File: config.mk
export PLATFORM = sky130hd
export DESIGN_NAME = qbsi_front
export DESIGN_NICKNAME = d
export VERILOG_FILES = /design/src/qbsi_pkg.sv /design/src/qbsi_front.sv
export SDC_FILE = /design/constraint.sdc
export NUM_CORES = 1
export LEC_CHECK = 0
export BUFFER_PORTS_ARGS = -buffer_cell sky130_fd_sc_hd__buf_2
export CORE_ASPECT_RATIO = 0.7
export CORE_MARGIN = 2
export CORE_UTILIZATION = 30
export DETAILED_ROUTE_END_ITERATION = 10
export GPL_TIMING_DRIVEN = 0
export PLACE_DENSITY = 0.62
export SLEW_MARGIN = 20
export SYNTH_ARGS = -nofsm -noshare
export SYNTH_HDL_FRONTEND = slang
export SYNTH_SLANG_ARGS = --single-unit
File: constraint.sdc
create_clock -name vclk -period 4.2
set_input_delay 0.84 -clock vclk [all_inputs]
set_output_delay 0.84 -clock vclk [all_outputs]
set_load 0.01 [all_outputs]
File: src/qbsi_pkg.sv
// Shared types and fixed widths for the quadratic Bezier scanline intersection block.
// No dependencies; every other file of the block imports this package.
`default_nettype none

package qbsi_pkg;

    localparam int COORD_W  = 32;          // coordinate width
    localparam int SQ_STEPS = 35;          // root bits of the discriminant square root
    localparam int D_W      = 2 * SQ_STEPS; // discriminant width seen by the root unit
    localparam int REM_W    = 40;          // square root partial remainder width
    localparam int NUM_W    = 37;          // signed numerator and denominator width
    localparam int DIV_W    = 37;          // divider remainder width

    // quadratic coefficients plus the x control values
    typedef struct packed {
        logic signed [33:0] a;
        logic signed [33:0] b;
        logic signed [32:0] c;
        logic signed [31:0] x0;
        logic signed [31:0] x1;
        logic signed [31:0] x2;
    } coef_t;

    // root qualification flags plus the x control values
    typedef struct packed {
        logic               hit1;
        logic               hit2;
        logic signed [31:0] x0;
        logic signed [31:0] x1;
        logic signed [31:0] x2;
    } root_t;

endpackage

`default_nettype wire

File: src/qbsi_front.sv
// Front end: turns control points and scanline into quadratic coefficients.
// Depends on qbsi_pkg.
`default_nettype none

module qbsi_front (
    input  logic signed [31:0] ctrl0_x,
    input  logic signed [31:0] ctrl0_y,
    input  logic signed [31:0] ctrl1_x,
    input  logic signed [31:0] ctrl1_y,
    input  logic signed [31:0] ctrl2_x,
    input  logic signed [31:0] ctrl2_y,
    input  logic signed [31:0] scan_y,
    output qbsi_pkg::coef_t    coef
);
    import qbsi_pkg::*;

    logic signed [33:0] y0e;
    logic signed [33:0] y1e;
    logic signed [33:0] y2e;

    assign y0e = 34'(ctrl0_y);
    assign y1e = 34'(ctrl1_y);
    assign y2e = 34'(ctrl2_y);

    assign coef.a  = y0e - (y1e <<< 1) + y2e;
    assign coef.b  = (y1e - y0e) <<< 1;
    assign coef.c  = 33'(ctrl0_y) - 33'(scan_y);
    assign coef.x0 = ctrl0_x;
    assign coef.x1 = ctrl1_x;
    assign coef.x2 = ctrl2_x;

endmodule

`default_nettype wire

## After elaboration in Yosys (flattened, before gate mapping)

Index checks and enable logic that the tools add are counted.

- Word-level logic and storage cells: 4
- Output and inout port bits: 197
- Register bits after elaboration: 0

- $add $sub $neg: 4

Operator list:

| operator | count |
|---|---|
| $sub 32x32->33 | 2 |
| $add 34x32->34 | 1 |
| $sub 32x33->34 | 1 |

## Longest topological paths before layout

- Word-level depth: 2
- Depth in mapped cells: 13
- Depth with buffers taken out: 12

## Worst setup path before layout

No wires, ideal clock.

- Kind: input port to output port
- Start point: in ctrl0_y[3]
- End point: out coef[190] in the netlist's numbering
- Buffers on the path: 0
- Path slack: 0.017 ns
- Data arrival time: 3.343 ns
- Stages: 12
- Cells stage by stage: inv_1 fa_1 inv_1 ha_1 o21ai_0 nor2b_1 a211o_1 o211ai_1 o22ai_1 o21ai_2 a221oi_2 xnor2_1

RTL lines:

| item | line | source |
|---|---|---|
| from (decl) | qbsi_front.sv:7 | `input logic signed [31:0] ctrl0_y,` |
| to (decl) | qbsi_front.sv:13 | `output qbsi_pkg::coef_t coef` |

==> run metrics <==
pin count of the biggest net entering global routing=10; Place WS=-0.843 ns; commonest non-fill, non-tap cells in the layout=buf_2 (307), buf_4 (151), inv_1 (140), a21oi_1 (79), ha_1 (70); Clock Buffer Count=0; Mapped Cells=1025; Worst Path Required=3.36 ns; GRT Total Usage=19.5%; Setup violations, final=13; sw power=1.36 mW; failing checks=setup timing; status=complete, but fails checks; RSZ-0062 raised after global routing=yes; Pleak=5.58 nW; number of cells on the worst hold path=2; Worst Hold Class=in -> out; initial cell density of the core=30.3%; synth unique cells=62; total core area=23500 µm²; switching portion of total power=53.4%; post-DP HPWL=23.0 mm; port bufs=324; clock network power share=0%; hold_buf cts=0; final worst slack=-0.166 ns; Worst Setup End Kind=output port; share of layout cells above drive strength 1=44.9%; DRC errors left=0; Final Critical Period=4.37 ns; PD cells=244 nW/µm²; fin nets=1755; die width=188 µm; Seq/Total Area, Yosys=0%; Final ANT Viol Nets=0; area post-placement=9130 µm²; worst hold start=ctrl0_x[22]; Ys Warns=0; leading area contributor after synthesis=ha_1; critical path class=in -> out; maximum VDD drop=111 µV; first-pass GRT wire length=39.9 mm; max-slew violations=0; commonest non-fill, non-tap cell in the layout=buf_2; Max Fclk=0.229 GHz; total wire length=27.5 mm; Ports=421; vias in the first global route=7592; Hold Path Sink=coef[86]; antenna violations before repair=4; Area contributors post-synth=ha_1 (17%), buf_4 (10%), inv_1 (9.7%); Power Internal=1.18 mW; DRT Pass-1 Iters=5; GP Congestion=0.934; crit path from=ctrl0_y[16]; post-synth top area share=17.1%; CP startpoint kind=input port; Fill cells=2387; Finished Cell Area=10400 µm²; Rows=47; max-cap check violation count=0; mapped cell area=7110 µm²; GRT Residual Overflow=0; storage element area=0 µm²; hold violation total from the final report=0; Die H=133 µm; overall die area=25000 µm²; Vias=8349; 1st-iter DRT viols=786; Area Growth Syn to Fin=46.6%; Data arrival, critical path=3.53 ns; final critical-path share of the clock period=104%; Comb pwr share=100.0%; FFs & Latches=0; via/cell ratio=4.85; syn_area_per_cell=6.93 µm²; routed len/inst=16.0 µm; crit-path max FO=3; syn nets=1380; register share of total power=0%
## worst max path at each step
stage / to / slack [ns] / depth (start not counted)
floorplan: coef[190] / 0.02 / 12
global placement: coef[193] / -0.84 / 15
finish: coef[193] / -0.17 / 15
global route: coef[194] / -0.27 / 14
detailed placement: coef[193] / -0.84 / 15
CTS: coef[196] / -0.14 / 14
## timing repair
item / in CTS / in global routing
endpoints found under the setup margin: 34 / 37
endpoints found under the hold margin: 0 / 0
setup buffers: 27 / 29
resized for setup: 143 / 84
pin swaps: 60 / 79
## synth_stat cells, drive strengths merged (16+ instances only)
| master | number |
|---|---|
| inv | 184 |
| a21oi | 97 |
| buf | 97 |
| ha | 97 |
| nand2 | 67 |
| xnor2 | 52 |
| o21ai | 51 |
| a21o | 47 |
| nor2 | 47 |
| fa | 34 |
| xor2 | 31 |
| nand3 | 23 |
| nor3 | 18 |
| nand2b | 17 |
| clkbuf | 16 |
## through the flow
stage	utilization, %	TNS (ns)	hold WS, ns	std cells	total power [mW]
6_report	44.4	-1.01	1.86	1720	2.54
5_1_grt	44.4	-2.30	1.87	1720	2.75
4_1_cts	42.1	-0.633	1.86	1691	2.29
3_5_place_dp	38.9	-10.20	1.86	1667	2.01
3_3_place_gp	38.9	-10.60	1.86	1667	2.00
2_1_floorplan	-	0	1.77	1025	1.32
## cells by family after synthesis
| family | count (synthesis) | synth area share, % |
|---|---|---|
| multiplexers | 2 | 0.282 |
| other | 1 | 0.0528 |
| buffers and inverters | 297 | 20.8 |
| XOR/XNOR | 83 | 10.2 |
| adder cells (fa/ha/maj) | 131 | 26.7 |
| AND/OR/NAND/NOR | 222 | 15.1 |
| AO/OA/AOI/OAI | 289 | 26.9 |
## layout make-up
cell class                      instances  area [µm²]  share of cell area, %
Buffer                                107         766                   7.35
Multi-Input combinational cell        728        6390                   61.3
Antenna cell                            4        10.0                 0.0961
Tap cell                              318         398                   3.82
Timing Repair Buffer                  379        2150                   20.6
Inverter                              184         703                   6.75
## worst max-delay path, stage by stage
cell,delay (ns)
buf_6,0.09
inv_2,0.05
fa_1,0.52
inv_1,0.06
ha_4,0.28
nand4_1,0.18
nor2_2,0.21
nand3_2,0.13
a211oi_4,0.29
o211ai_1,0.13
buf_4,0.16
a21oi_4,0.15
mux2i_1,0.19
nand3_1,0.08
buf_2,0.15
## layer usage
metal | wire length [µm] | share of wire [%] | up-vias | global-route usage [%]
li1 | - | - | 4125 | -
met3 | 1510 | 5.5 | 28 | 1.35
met4 | 325 | 1.2 | 0 | 1.79
met2 | 12500 | 46 | 328 | 31.2
met5 | 0 | 0 | - | 0
met1 | 13100 | 48 | 3868 | 29.6
## power groups by stage
stage | combinational, mW | clock (mW) | sequential (mW)
2_1_floorplan | 1.32 | 0 | 0
3_3_place_gp | 2.00 | 0 | 0
3_5_place_dp | 2.01 | 0 | 0
4_1_cts | 2.29 | 0 | 0
5_1_grt | 2.75 | 0.000000128 | 0
6_report | 2.54 | 0.000000128 | 0
(Power assumes the default switching activity.)
