--- config.mk ---
export PLATFORM = sky130hd
export DESIGN_NAME = qbsi_queue
export DESIGN_NICKNAME = d
export VERILOG_FILES = /design/src/qbsi_pkg.sv /design/src/qbsi_queue.sv
export SDC_FILE = /design/constraint.sdc
export NUM_CORES = 1
export LEC_CHECK = 0
export BUFFER_PORTS_ARGS = -buffer_cell sky130_fd_sc_hd__buf_4
export CAP_MARGIN = 15
export CORE_ASPECT_RATIO = 2
export CORE_MARGIN = 2
export CORE_UTILIZATION = 40
export CTS_CLUSTER_SIZE = 24
export DETAILED_ROUTE_END_ITERATION = 7
export MAX_ROUTING_LAYER = met4
export PLACE_DENSITY = 0.75
export SLEW_MARGIN = 20
export SYNTH_ARGS = -nofsm -noshare
export SYNTH_HDL_FRONTEND = slang
export SYNTH_SLANG_ARGS = --single-unit
export TNS_END_PERCENT = 5
--- constraint.sdc ---
create_clock -name clk -period 14 [get_ports clk]
set_input_delay 1.4 -clock clk [delete_from_list [all_inputs] [get_ports clk]]
set_output_delay 1.4 -clock clk [all_outputs]
set_load 0.005 [all_outputs]
--- src/qbsi_pkg.sv ---
// Shared types and fixed widths for the quadratic Bezier scanline intersection block.
// No dependencies; every other file of the block imports this package.
`default_nettype none

package qbsi_pkg;

    localparam int COORD_W  = 32;          // coordinate width
    localparam int SQ_STEPS = 35;          // root bits of the discriminant square root
    localparam int D_W      = 2 * SQ_STEPS; // discriminant width seen by the root unit
    localparam int REM_W    = 40;          // square root partial remainder width
    localparam int NUM_W    = 37;          // signed numerator and denominator width
    localparam int DIV_W    = 37;          // divider remainder width

    // quadratic coefficients plus the x control values
    typedef struct packed {
        logic signed [33:0] a;
        logic signed [33:0] b;
        logic signed [32:0] c;
        logic signed [31:0] x0;
        logic signed [31:0] x1;
        logic signed [31:0] x2;
    } coef_t;

    // root qualification flags plus the x control values
    typedef struct packed {
        logic               hit1;
        logic               hit2;
        logic signed [31:0] x0;
        logic signed [31:0] x1;
        logic signed [31:0] x2;
    } root_t;

endpackage

`default_nettype wire

--- src/qbsi_queue.sv ---
// Two-entry queue that decouples the front end from the solver pipeline.
// Depends on qbsi_pkg.
`default_nettype none

module qbsi_queue (
    input  logic            clk,
    input  logic            rst_n,
    input  logic            push,
    input  qbsi_pkg::coef_t din,
    input  logic            pop,
    output qbsi_pkg::coef_t dout,
    output logic            full,
    output logic            empty
);
    import qbsi_pkg::*;

    coef_t      mem_reg [2];
    logic       wr_ptr_reg;
    logic       rd_ptr_reg;
    logic [1:0] cnt_reg;
    logic [1:0] cnt_next;

    assign full  = (cnt_reg == 2'd2);
    assign empty = (cnt_reg == 2'd0);
    assign dout  = mem_reg[rd_ptr_reg];

    always_comb
    begin
        cnt_next = cnt_reg;
        if (push && !pop)
            cnt_next = cnt_reg + 2'd1;
        else if (pop && !push)
            cnt_next = cnt_reg - 2'd1;
    end

    always_ff @(posedge clk or negedge rst_n)
    begin
        if (!rst_n)
        begin
            wr_ptr_reg <= 1'b0;
            rd_ptr_reg <= 1'b0;
            cnt_reg    <= 2'd0;
        end
        else
        begin
            if (push)
                wr_ptr_reg <= !wr_ptr_reg;
            if (pop)
                rd_ptr_reg <= !rd_ptr_reg;
            cnt_reg <= cnt_next;
        end
    end

    always_ff @(posedge clk)
    begin
        if (push)
            mem_reg[wr_ptr_reg] <= din;
    end

`ifndef ASSERT_OFF
    a_cnt_bound: assert property (@(posedge clk) disable iff (!rst_n) cnt_reg <= 2'd2)
        else $error("queue count out of range");
    a_fill: assert property (@(posedge clk) disable iff (!rst_n)
        (push && !pop && cnt_reg == 2'd1) |=> full)
        else $error("queue did not fill");
`endif

endmodule

`default_nettype wire

* Yosys cells after proc, flatten, opt, wreduce, memory -nomap -nowiden
Memories as Yosys holds them, arrays and structs flattened. Cells that the tools add are included.
Word-level totals: flip-flop bits (word level) 4, latch bits 0, memory bits (writable) 394, ROM bits 0, output and inout bits 199, logic and storage cells 19, memories kept 1
Operators by class: add/sub/neg operators 2, $mul 0, divide/modulo/power cells 0, $lt $le $gt $ge 0, equal/unequal tests 1, shift-type cells 0, mux-type cells 4, bitwise gates (word level) 0, reductions and logical operators 8
Memory list:
- mem_reg | depth 2, width 197, read ports 1, clocked after Yosys merged registers in 0, wr ports 1, RTL line qbsi_queue.sv:17 | coef_t mem_reg [2];
Operators by type and width (number):
- zero test 1 bit | 4
- 2-to-1 mux 2 bit | 2
- adder 2 x 1 -> 2 bit (second input constant) | 1
- == test 2 bit (second input constant) | 1
- logical AND 1 bit | 2
- zero test 2 bit | 1
- 2-to-1 mux 1 bit | 2
- nonzero test 2 bit | 1
- subtractor 2 x 1 -> 2 bit (second input constant) | 1

* Depth between registers and ports, before layout
Gate-level depths: netlist of run 1.
depth in word-level cells 4, mapped depth 5

* Least setup slack after synthesis of run 1
No wires, ideal clock.
kind input to register, start in push, end mem mem_reg[0][0] (netlist name), enable pin, library setup time 781 ps, arrival time 9895 ps, required time 13219 ps, path slack 3324 ps, stages on the path 1, buffers on the path 0, cells stage by stage nor2b_1
On the way: word-level cells in the longest chain between the ends 2
Ends and longest elaborated chain:
- start, declared | RTL line qbsi_queue.sv:8 | input logic push,
- 2-to-1 mux 1 bit | RTL line qbsi_queue.sv:56 | if (push)
- 2-to-1 mux 1 bit (not written as such) | RTL line qbsi_queue.sv:57 | mem_reg[wr_ptr_reg] <= din;
- end, declared | RTL line qbsi_queue.sv:17
No other way between the ends.

==> flow_metrics.tcl, run 1 <==
set metrics [dict create \
    status "finished with violations" \
    violations "design-rule violations" \
    cp-end-kind "primary output" \
    clock_latency_ps 520 \
    yosysTopAreaCellShare_pct 79.8 \
    worstSetupPathType "flip-flop to primary output" \
    antenna_found_initial 9 \
    num_rows 99 \
    gp_congestion 0.901 \
    grt_max_degree 78 \
    clockBufferDepth 3 \
    synthToLayoutAreaGrowth_pct 30.6 \
    die_w_um 140 \
    synth_top_family_by_area "multiplexers" \
    gr-usage-all-layers_pct 16.8 \
    drt-total-wl_mm 32.6 \
    critPathMaxFanout 65 \
    grt_pass1_wl_mm 47.1 \
    finalNetCount 1253 \
    via_per_inst 4.82 \
    timing.slew.headroom_pct 27.3 \
    yosys_warnings 0 \
    dpl_cell_area_mm2 0.0183 \
    ir_worst_vdd_uv 195 \
    drive_gt1_share_pct 61.6 \
    fin_crit_sh_pct 34.2 \
    pwr-share-clk_pct 24.2 \
    seqPwrFrac_pct 44.1 \
    ys_types 13 \
    rsz0062_at_grt "no" \
    first_iter_violations 358 \
    ctsHoldBuffers 0 \
    start_util_pct 40.6 \
    synth_area_mm2 0.0148 \
    fin_area_mm2 0.0194 \
    arrival_ps 3390 \
    cts_resized 0 \
    hp-class "flip-flop to flip-flop" \
    grt_pass1_vias 7999 \
    p_leak_uw 0.00749 \
    slew_violations 0 \
    largest_reg_flops 394 \
    io_buffers 399 \
    grt.overflow.total 0 \
    fmax_ghz 0.209 \
    die-area_mm2 0.0387 \
    fin_crit_ps 4790 \
    chipHeight_um 276 \
    firstDrtPassIters 8 \
    num-fill-cells 2887 \
    setup_tns_ps 0 \
    dp_hpwl_mm 22.9 \
    p_sw_uw 993 \
    io_pins 400 \
    yosysTopAreaCell "edfxtp_1" \
    setup_viol 0 \
    cts.sinks 398 \
    clkTransAtPathRegs_ps 70 \
    switching_share_pct 26.5 \
    synth_area_leaders "edfxtp_1, mux2_4, mux2_2" \
    synth_area_per_cell_um2 23.6 \
    synth-compound-area-share_pct 0 \
    h-tree-depth 2 \
    tightest_slew_ps 1090 \
    cts_setup_buffers 0 \
    ys_ff_latch 398 \
    syn-instance-count 629 \
    ff2ff_setup_slack_ps 11470 \
    syn-num-nets 831 \
    critPathRequiredTime_ps 12600 \
    routedWlPerCell_um 21.2 \
    synth_fa_ha_area_share_pct 0.0844 \
    drcViolationCount 23 \
    clock_tree.root_cell "clkbuf_16" \
    vias 7406 \
    yosys-mux-area-fraction_pct 17.5 \
    cap_violations 0 \
    hold_viol 0 \
    synth_simple_gate_area_share_pct 0.177 \
    final_util_pct 53.0 \
    ys_seq_area_share_pct 80.5 \
    ant_nets 0 \
    combinationalPowerShare_pct 31.7 \
    synthXorXnorAreaFrac_pct 0.296 \
    intPower_uw 2750 \
    coreArea_mm2 0.0365 \
    cts_tree "done" \
    startpoint_type "flip-flop" \
    skew_ps 10.8 \
    cts_buffers 35 \
    power.density_mw_per_mm2 193 \
]
==> Yosys cell counts (all sizes together) <==
library cell	count
buf	22
nor2	2
xnor2	1
dfrtp	4
and2	1
mux2	197
nor2b	2
inv	1
ha	1
xor2	4
edfxtp	394
==> power groups by stage <==
stage	clock [uW]	combinational [uW]	sequential (uW)
floorplan	0	674	1710
global placement	0	1190	1670
detailed placement	0	1200	1680
CTS	934	1210	1650
global route	975	1250	1670
finish	905	1180	1650
==> path summary, 6_finish.rpt <==
check	from	end	cells after the start
worst max-delay path	rd_ptr_reg$_DFFE_PN0P_	dout[165]	4
worst min-delay path	cnt_reg[1]$_DFFE_PN0P_	cnt_reg[1]$_DFFE_PN0P_	1
worst max register to register	wr_ptr_reg$_DFFE_PN0P_	mem_reg[0][98]$_DFFE_PP_	3
worst min register to register	cnt_reg[1]$_DFFE_PN0P_	cnt_reg[1]$_DFFE_PN0P_	1
max in group asynchronous	rst_n	rd_ptr_reg$_DFFE_PN0P_	1
min in group asynchronous	rst_n	cnt_reg[1]$_DFFE_PN0P_	1
==> critical path, cell delays in order (launching register included) <==
cell and delay (ps):
dfrtp_4 560, buf_4 790, buf_4 860, mux2_2 410, buf_4 130
==> cells in the final DEF, fill, tap and decap left out, drive strengths merged, types with 3 or more instances in the layout <==
master	instances
buf	407
edfxtp	394
mux2	197
clkbuf	41
clkinv	12
diode	9
inv	6
xor2	4
dfrtp	4
clkinvlp	3
==> through the flow <==
step	instances	worst slack (ps)	total power (uW)	hold WS, ps
floorplan	629	3320	2380	455
global placement	1468	9800	2860	475
detailed placement	1468	9730	2880	495
CTS	1529	9170	3800	511
global route	1538	9020	3900	533
finish	1538	9210	3740	513
==> layout make-up <==
type	count	area, um2	area share [%]
multi-input combinational	208	2690	13.9
sequential	398	11900	61.7
antenna	9	22.5	0.116
inverter	1	3.75	0.0194
timing repair buffer	407	3060	15.8
tap	454	568	2.93
clock inverter	20	129	0.666
clock buffer	41	951	4.91
==> logic make-up after synthesis <==
family                     after synthesis
xor gates and xnor gates                 5
and+or+nand+nor                          5
DFF                                    398
adders and majority gates                1
buffers and inverters                   23
muxes                                  197
==> per-layer routing <==
layer  wire length, um  up-vias  track usage [%]
li1                  -     3345                -
met1             10100     3681             14.7
met2             18800      294             32.1
met3              1900       86             3.69
met4              1780        0             9.66
met5                 0        -                -
(Power assumes the default switching activity.)
==> run 2, diff against run 1 <==
--- a/config.mk
+++ b/config.mk
@@ -5,6 +5,7 @@
 export SDC_FILE = /design/constraint.sdc
 export NUM_CORES = 1
 export LEC_CHECK = 0
+export ABC_AREA = 1
 export BUFFER_PORTS_ARGS = -buffer_cell sky130_fd_sc_hd__buf_4
 export CAP_MARGIN = 15
 export CORE_ASPECT_RATIO = 2
@@ -13,7 +14,7 @@
 export CTS_CLUSTER_SIZE = 24
 export DETAILED_ROUTE_END_ITERATION = 7
 export MAX_ROUTING_LAYER = met4
-export PLACE_DENSITY = 0.75
+export PLACE_DENSITY = 0.77
 export SLEW_MARGIN = 20
 export SYNTH_ARGS = -nofsm -noshare
 export SYNTH_HDL_FRONTEND = slang
==> constraint.sdc (replaced) <==
create_clock -name clk -period 4.1 [get_ports clk]
set_input_delay 0.41 -clock clk [delete_from_list [all_inputs] [get_ports clk]]
set_output_delay 0.41 -clock clk [all_outputs]
set_load 0.005 [all_outputs]
==> run 2 against run 1 <==
Net effect: the run now ends clean; final cell count rose by 0.91%; global-route usage rose by 0.25 points; clock-buffer cell count fell by 1; non-clock buffer count rose by 10; design area rose by 1.3%; critical path type unchanged; first-iteration DRC count fell by 3.1%; die area rose by 0.13%; largest cell class unchanged; largest power group unchanged; register-to-register slack got worse by 9400 ps; via count rose by 0.23%.
==> flow_metrics.tcl, run 2 <==
set metrics [dict create \
    drcViolationCount 0 \
    synth_common_cells "edfxtp_1, mux2_4, mux2_2" \
    setup_tns_ps 0 \
    start_util_pct 40.6 \
    path_cells "buf_4, mux2_2, buf_4" \
    synthToLayoutAreaGrowth_pct 32.1 \
    slew_violations 0 \
    grt.overflow.total 0 \
    num_rows 99 \
    ir_worst_vdd_uv 469 \
    cpMostUsedCell "buf_4" \
    fin_area_mm2 0.0196 \
    pre_cts_ws_ps 1860 \
    dp_hpwl_mm 23.0 \
    synth_area_mm2 0.0148 \
    cp-end-kind "primary output" \
    hold_viol 0 \
    firstDrtPassIters 4 \
    drt-total-wl_mm 32.7 \
    ys_ff_latch 398 \
    clockBufferDepth 3 \
    antenna_found_initial 6 \
    clkTransAtPathRegs_ps 70 \
    mostFrequentLayoutCells "buf_4, edfxtp_1, mux2_4" \
    io_pins 400 \
    die-area_mm2 0.0387 \
    critPathMaxFanout 34 \
    cts_buffers 35 \
    r2r-end "mem_reg[1][109]$_DFFE_PP_" \
    synth-main-ff-cell "edfxtp_1" \
    power.density_mw_per_mm2 669 \
    ff2ff_setup_slack_ps 2070 \
    synthArstFlopShare_pct 1.01 \
    grt_pass1_vias 8368 \
    cp.depth 3 \
    setup_viol 0 \
    startpoint_type "flip-flop" \
    syn-num-nets 840 \
    clock_tree.root_cell "clkbuf_16" \
    chipHeight_um 276 \
    drive_gt1_share_pct 60.9 \
    cts_tree "done" \
    hp-class "input pin to flip-flop" \
    fin_crit_sh_pct 67.9 \
    gp_congestion 0.818 \
    min_from "din[57]" \
    worst_slack_ps 1320 \
    worstSetupPathType "flip-flop to primary output" \
    synth_area_leaders "edfxtp_1, mux2_4, mux2_2" \
    first_iter_violations 347 \
    gr-usage-all-layers_pct 17.0 \
    reg2reg_depth 3 \
    cts_setup_buffers 0 \
    die_w_um 140 \
    dpl_cell_area_mm2 0.0184 \
    synth-edff-count 394 \
    h-tree-depth 2 \
    finalNetCount 1272 \
    critical_path.top_delay_family "flip-flops" \
    vias 7423 \
    clock_latency_ps 520 \
    ys_seq_area_share_pct 80.4 \
    placedCellCount 1486 \
    synth_area_per_cell_um2 23.3 \
    final_cells 1552 \
    min_path_cells 1 \
    syn-instance-count 638 \
    critPathRequiredTime_ps 3690 \
    critPathBufInv 2 \
    yosysTopAreaCellShare_pct 79.7 \
    tightest_slew_ps 941 \
    p_leak_uw 0.00763 \
    cp_slowest_cell "dfrtp_4" \
    slowest_delay_ps 860 \
    cts.sinks 398 \
    timing.slew.headroom_pct 37.1 \
    ant_nets 0 \
    yosys.cell_count.top_type "edfxtp_1" \
    io_buffers 399 \
    skew_ps 18.2 \
    rsz0062_at_grt "no" \
    routedWlPerCell_um 21.1 \
    r2r-start "wr_ptr_reg$_DFFE_PN0P_" \
    grt_pass1_wl_mm 48.2 \
    status "complete, no violations" \
    holdPathEnd "mem_reg[1][57]$_DFFE_PP_" \
    fin_crit_ps 2780 \
    ys_types 14 \
    via_per_inst 4.78 \
    grt_max_degree 112 \
    yosysTopAreaCell "edfxtp_1" \
    arrival_ps 2370 \
    fmax_ghz 0.359 \
    cap_violations 0 \
    p_total_uw 13100 \
    largest_reg_flops 394 \
    coreArea_mm2 0.0365 \
    cts_resized 0 \
    yosys_warnings 0 \
    final_common_cell "buf_4" \
]
## run 2: changes by cell type in the layout (fill, tap and decap cells not counted), sizes merged, moves of 2 or more
cell	previous run	this run
inv	6	10
nor2b	2	0
clkinvlp	3	0
nand2	0	5
bufinv	0	4
buf	407	416
xor2	4	2
diode	9	6
## run 2: layout make-up
cell class | instances | area (um2)
diodes | 6 | 15.0
clock buffers | 40 | 937
clock inverters | 19 | 198
fillers | 2860 | 16900
inverters | 7 | 33.8
multi-input cells | 211 | 2690
flip-flops and latches | 398 | 11900
well taps | 454 | 568
repair buffers | 417 | 3230
## run 2: worst max-delay path by stage
stage | slack (ps) | to | startpoint
finish | 1320 | dout[55] | rd_ptr_reg$_DFFE_PN0P_
global route | 1220 | dout[55] | rd_ptr_reg$_DFFE_PN0P_
CTS | 1280 | dout[56] | rd_ptr_reg$_DFFE_PN0P_
detailed placement | 1860 | dout[18] | rd_ptr_reg$_DFFE_PN0P_
global placement | 1870 | dout[56] | rd_ptr_reg$_DFFE_PN0P_
floorplan | -720 | mem_reg[1][0]$_DFFE_PP_ | wr_ptr_reg$_DFFE_PN0P_
## run 2: metal layers
layer	track usage, %	part of all wire, %	routed length [um]
met2	31.9	57	18600
met5	-	0	0
met4	9.30	5.7	1870
met1	15.6	32	10300
met3	3.86	6.0	1960
## run 2: metrics by stage
stage	hold WS, ps	util (%)
floorplan	114	-
global placement	219	50.5
detailed placement	220	50.5
CTS	40.4	53.6
global route	49.6	53.7
finish	74.7	53.7
## run 2: where the power goes
group	switching, uW	internal (uW)	total [uW]
logic	1760	2380	4130
clock network	1400	1890	3290
registers	288	5390	5680
total	3440	9670	13100
## run 2: kinds of logic after synthesis
family,count (synthesis),synth area share [%]
xor gates and xnor gates,3,0.177
adders and majority gates,1,0.0843
buffers and inverters,29,1.55
DFF,398,80.4
muxes,197,17.5
and+or+nand+nor,10,0.278
## run 2: repair_timing
action                                  in CTS  in global routing
hold endpoints to repair                     4                  0
hold buffers                                 1                  0
endpoints found under the setup margin       0                  0
==> run 3, diff against run 2 <==
--- a/config.mk
+++ b/config.mk
@@ -5,7 +5,7 @@
 export SDC_FILE = /design/constraint.sdc
 export NUM_CORES = 1
 export LEC_CHECK = 0
-export ABC_AREA = 1
+export ABC_AREA = 0
 export BUFFER_PORTS_ARGS = -buffer_cell sky130_fd_sc_hd__buf_4
 export CAP_MARGIN = 15
 export CORE_ASPECT_RATIO = 2
@@ -14,7 +14,7 @@
 export CTS_CLUSTER_SIZE = 24
 export DETAILED_ROUTE_END_ITERATION = 7
 export MAX_ROUTING_LAYER = met4
-export PLACE_DENSITY = 0.77
+export PLACE_DENSITY = 0.75
 export SLEW_MARGIN = 20
 export SYNTH_ARGS = -nofsm -noshare
 export SYNTH_HDL_FRONTEND = slang
==> constraint.sdc (replaced) <==
create_clock -name clk -period 2.7 [get_ports clk]
set_input_delay 0.27 -clock clk [delete_from_list [all_inputs] [get_ports clk]]
set_output_delay 0.27 -clock clk [all_outputs]
set_load 0.005 [all_outputs]
==> run 3 against run 2 <==
Net effect: the flow now finishes with violations (design-rule violations); hold slack gained 16 ps; final cell count grew 12%; combinational power grew 60%; critical path depth is the same; routed wire length grew 6.0%; clock-buffer cell count grew 3; sequential share of layout area shrank 5.6 points; first-iteration DRC count grew 33%; sequential power grew 50%; critical path type unchanged; largest cell class unchanged; highest routed layer unchanged.
==> flow_metrics.tcl, run 3 (synthesis results as in run 1) <==
set metrics [dict create \
    antenna_found_initial 5 \
    p_leak_uw 0.00841 \
    final_common_cell "buf_4" \
    clock_tree.root_cell "clkbuf_16" \
    tightest_slew_ps 578 \
    worstSetupPathType "flip-flop to primary output" \
    path_cells "buf_12, mux2_2, buf_4" \
    coreArea_mm2 0.0365 \
    cp.depth 3 \
    seqCellArea_mm2 0.0119 \
    cts.sinks 398 \
    clockBufferDepth 3 \
    cts_tree "done" \
    pre_cts_ws_ps 827 \
    io_pins 400 \
    r2r-start "wr_ptr_reg$_DFFE_PN0P_" \
    largest_reg_flops 394 \
    finalNetCount 1456 \
    status "finished with violations" \
    drive_gt1_share_pct 52.1 \
    ant_nets 0 \
    ir_worst_vdd_uv 647 \
    die_w_um 140 \
    dp_hpwl_mm 21.7 \
    critPathRequiredTime_ps 2430 \
    io_buffers 399 \
    chipHeight_um 276 \
    grt_max_degree 67 \
    h-tree-depth 2 \
    mostFrequentLayoutCells "buf_4, edfxtp_1, dlygate4sd3_1" \
    arrival_ps 2140 \
    drt-total-wl_mm 34.7 \
    hp-class "input pin to asynchronous set/reset pin" \
    violations "design-rule violations" \
    dpl_cell_area_mm2 0.0184 \
    num_rows 99 \
    startpoint "rd_ptr_reg$_DFFE_PN0P_" \
    die-area_mm2 0.0387 \
    fin_crit_sh_pct 89.2 \
    via_per_inst 4.73 \
    timing.slew.headroom_pct 61.5 \
    worst_slack_ps 291 \
    startpoint_type "flip-flop" \
    drcViolationCount 24 \
    critical_path.top_delay_family "flip-flops" \
    grt_pass1_vias 9257 \
    grt_pass1_wl_mm 52.1 \
    cp_slowest_cell "dfrtp_4" \
    fin_crit_ps 2410 \
    placedCellCount 1470 \
    hold_viol 0 \
    whs_ps 91.0 \
    r2r-end "mem_reg[0][142]$_DFFE_PP_" \
    multi_input_area_mm2 0.00269 \
    fin_area_mm2 0.0216 \
    start_util_pct 40.6 \
    reg2reg_depth 2 \
    vias 8224 \
    power.density_mw_per_mm2 939 \
    setup_viol 0 \
    rsz0062_at_grt "no" \
    final_cells 1739 \
    cts_buffers 36 \
    slew_violations 0 \
    critPathMaxFanout 66 \
    grt.overflow.total 0 \
    slowest_delay_ps 570 \
    firstDrtPassIters 7 \
    cap_violations 0 \
    gp_congestion 0.816 \
    setup_tns_ps 0 \
    skew_ps 12.0 \
    first_iter_violations 461 \
    synthToLayoutAreaGrowth_pct 45.6 \
    fmax_ghz 0.415 \
    cp-end-kind "primary output" \
    clkTransAtPathRegs_ps 70 \
    gr-usage-all-layers_pct 18.0 \
    critPathBufInv 2 \
    ff2ff_setup_slack_ps 1240 \
    endpoint "dout[173]" \
    routedWlPerCell_um 19.9 \
    num-fill-cells 2547 \
    clock_latency_ps 520 \
]
-- run 3: worst min-delay path by stage --
stage | startpoint | endpoint | cells past startpoint
6_report | rst_n | cnt_reg[1]$_DFFE_PN0P_ | 2
5_1_grt | rst_n | cnt_reg[1]$_DFFE_PN0P_ | 2
4_1_cts | rst_n | cnt_reg[1]$_DFFE_PN0P_ | 2
3_5_place_dp | rst_n | cnt_reg[1]$_DFFE_PN0P_ | 1
3_3_place_gp | rst_n | cnt_reg[1]$_DFFE_PN0P_ | 1
2_1_floorplan | rst_n | cnt_reg[0]$_DFFE_PN0P_ | 0
-- run 3: layout make-up --
cell class	count	area share, %
repair buffers	609	24.0
diodes	5	0.0580
clock buffers	43	4.44
clock inverters	21	1.04
multi-input cells	208	12.5
inverters	1	0.0174
flip-flops and latches	398	55.3
well taps	454	2.63
-- run 3: worst reg2reg max path, cell delays in order, from the launching register on --
cell and delay, ps:
dfrtp_1 430, nor2b_4 270, buf_12 350
-- run 3: layer usage --
metal	GRT usage (%)	vias up	share of wire, %	wire (um)
met1	18.0	4053	33	11500
li1	-	3764	-	-
met4	8.65	0	4.8	1660
met2	33.7	319	57	19600
met5	-	-	0	0
met3	2.91	88	5.3	1840
-- run 3: power breakdown --
group / switching [uW] / leakage, uW / total, uW / internal (uW)
sequential: 330 / 0.00374 / 8520 / 8190
clock: 2180 / 0.000575 / 5120 / 2940
combinational: 2860 / 0.00410 / 6620 / 3760
total: 5370 / 0.00841 / 20300 / 14900
-- run 3: stage by stage --
step / utilization (%) / power [uW]
floorplan: - / 12100
global placement: 50.3 / 14900
detailed placement: 50.3 / 15000
CTS: 59.0 / 20400
global route: 59.1 / 21100
finish: 59.1 / 20300
-- run 3: timing repair --
action                                 CTS  global route
endpoints found under the hold margin  400             0
setup buffers                            0             0
resized for setup                        0             0
hold buffers                           200             0
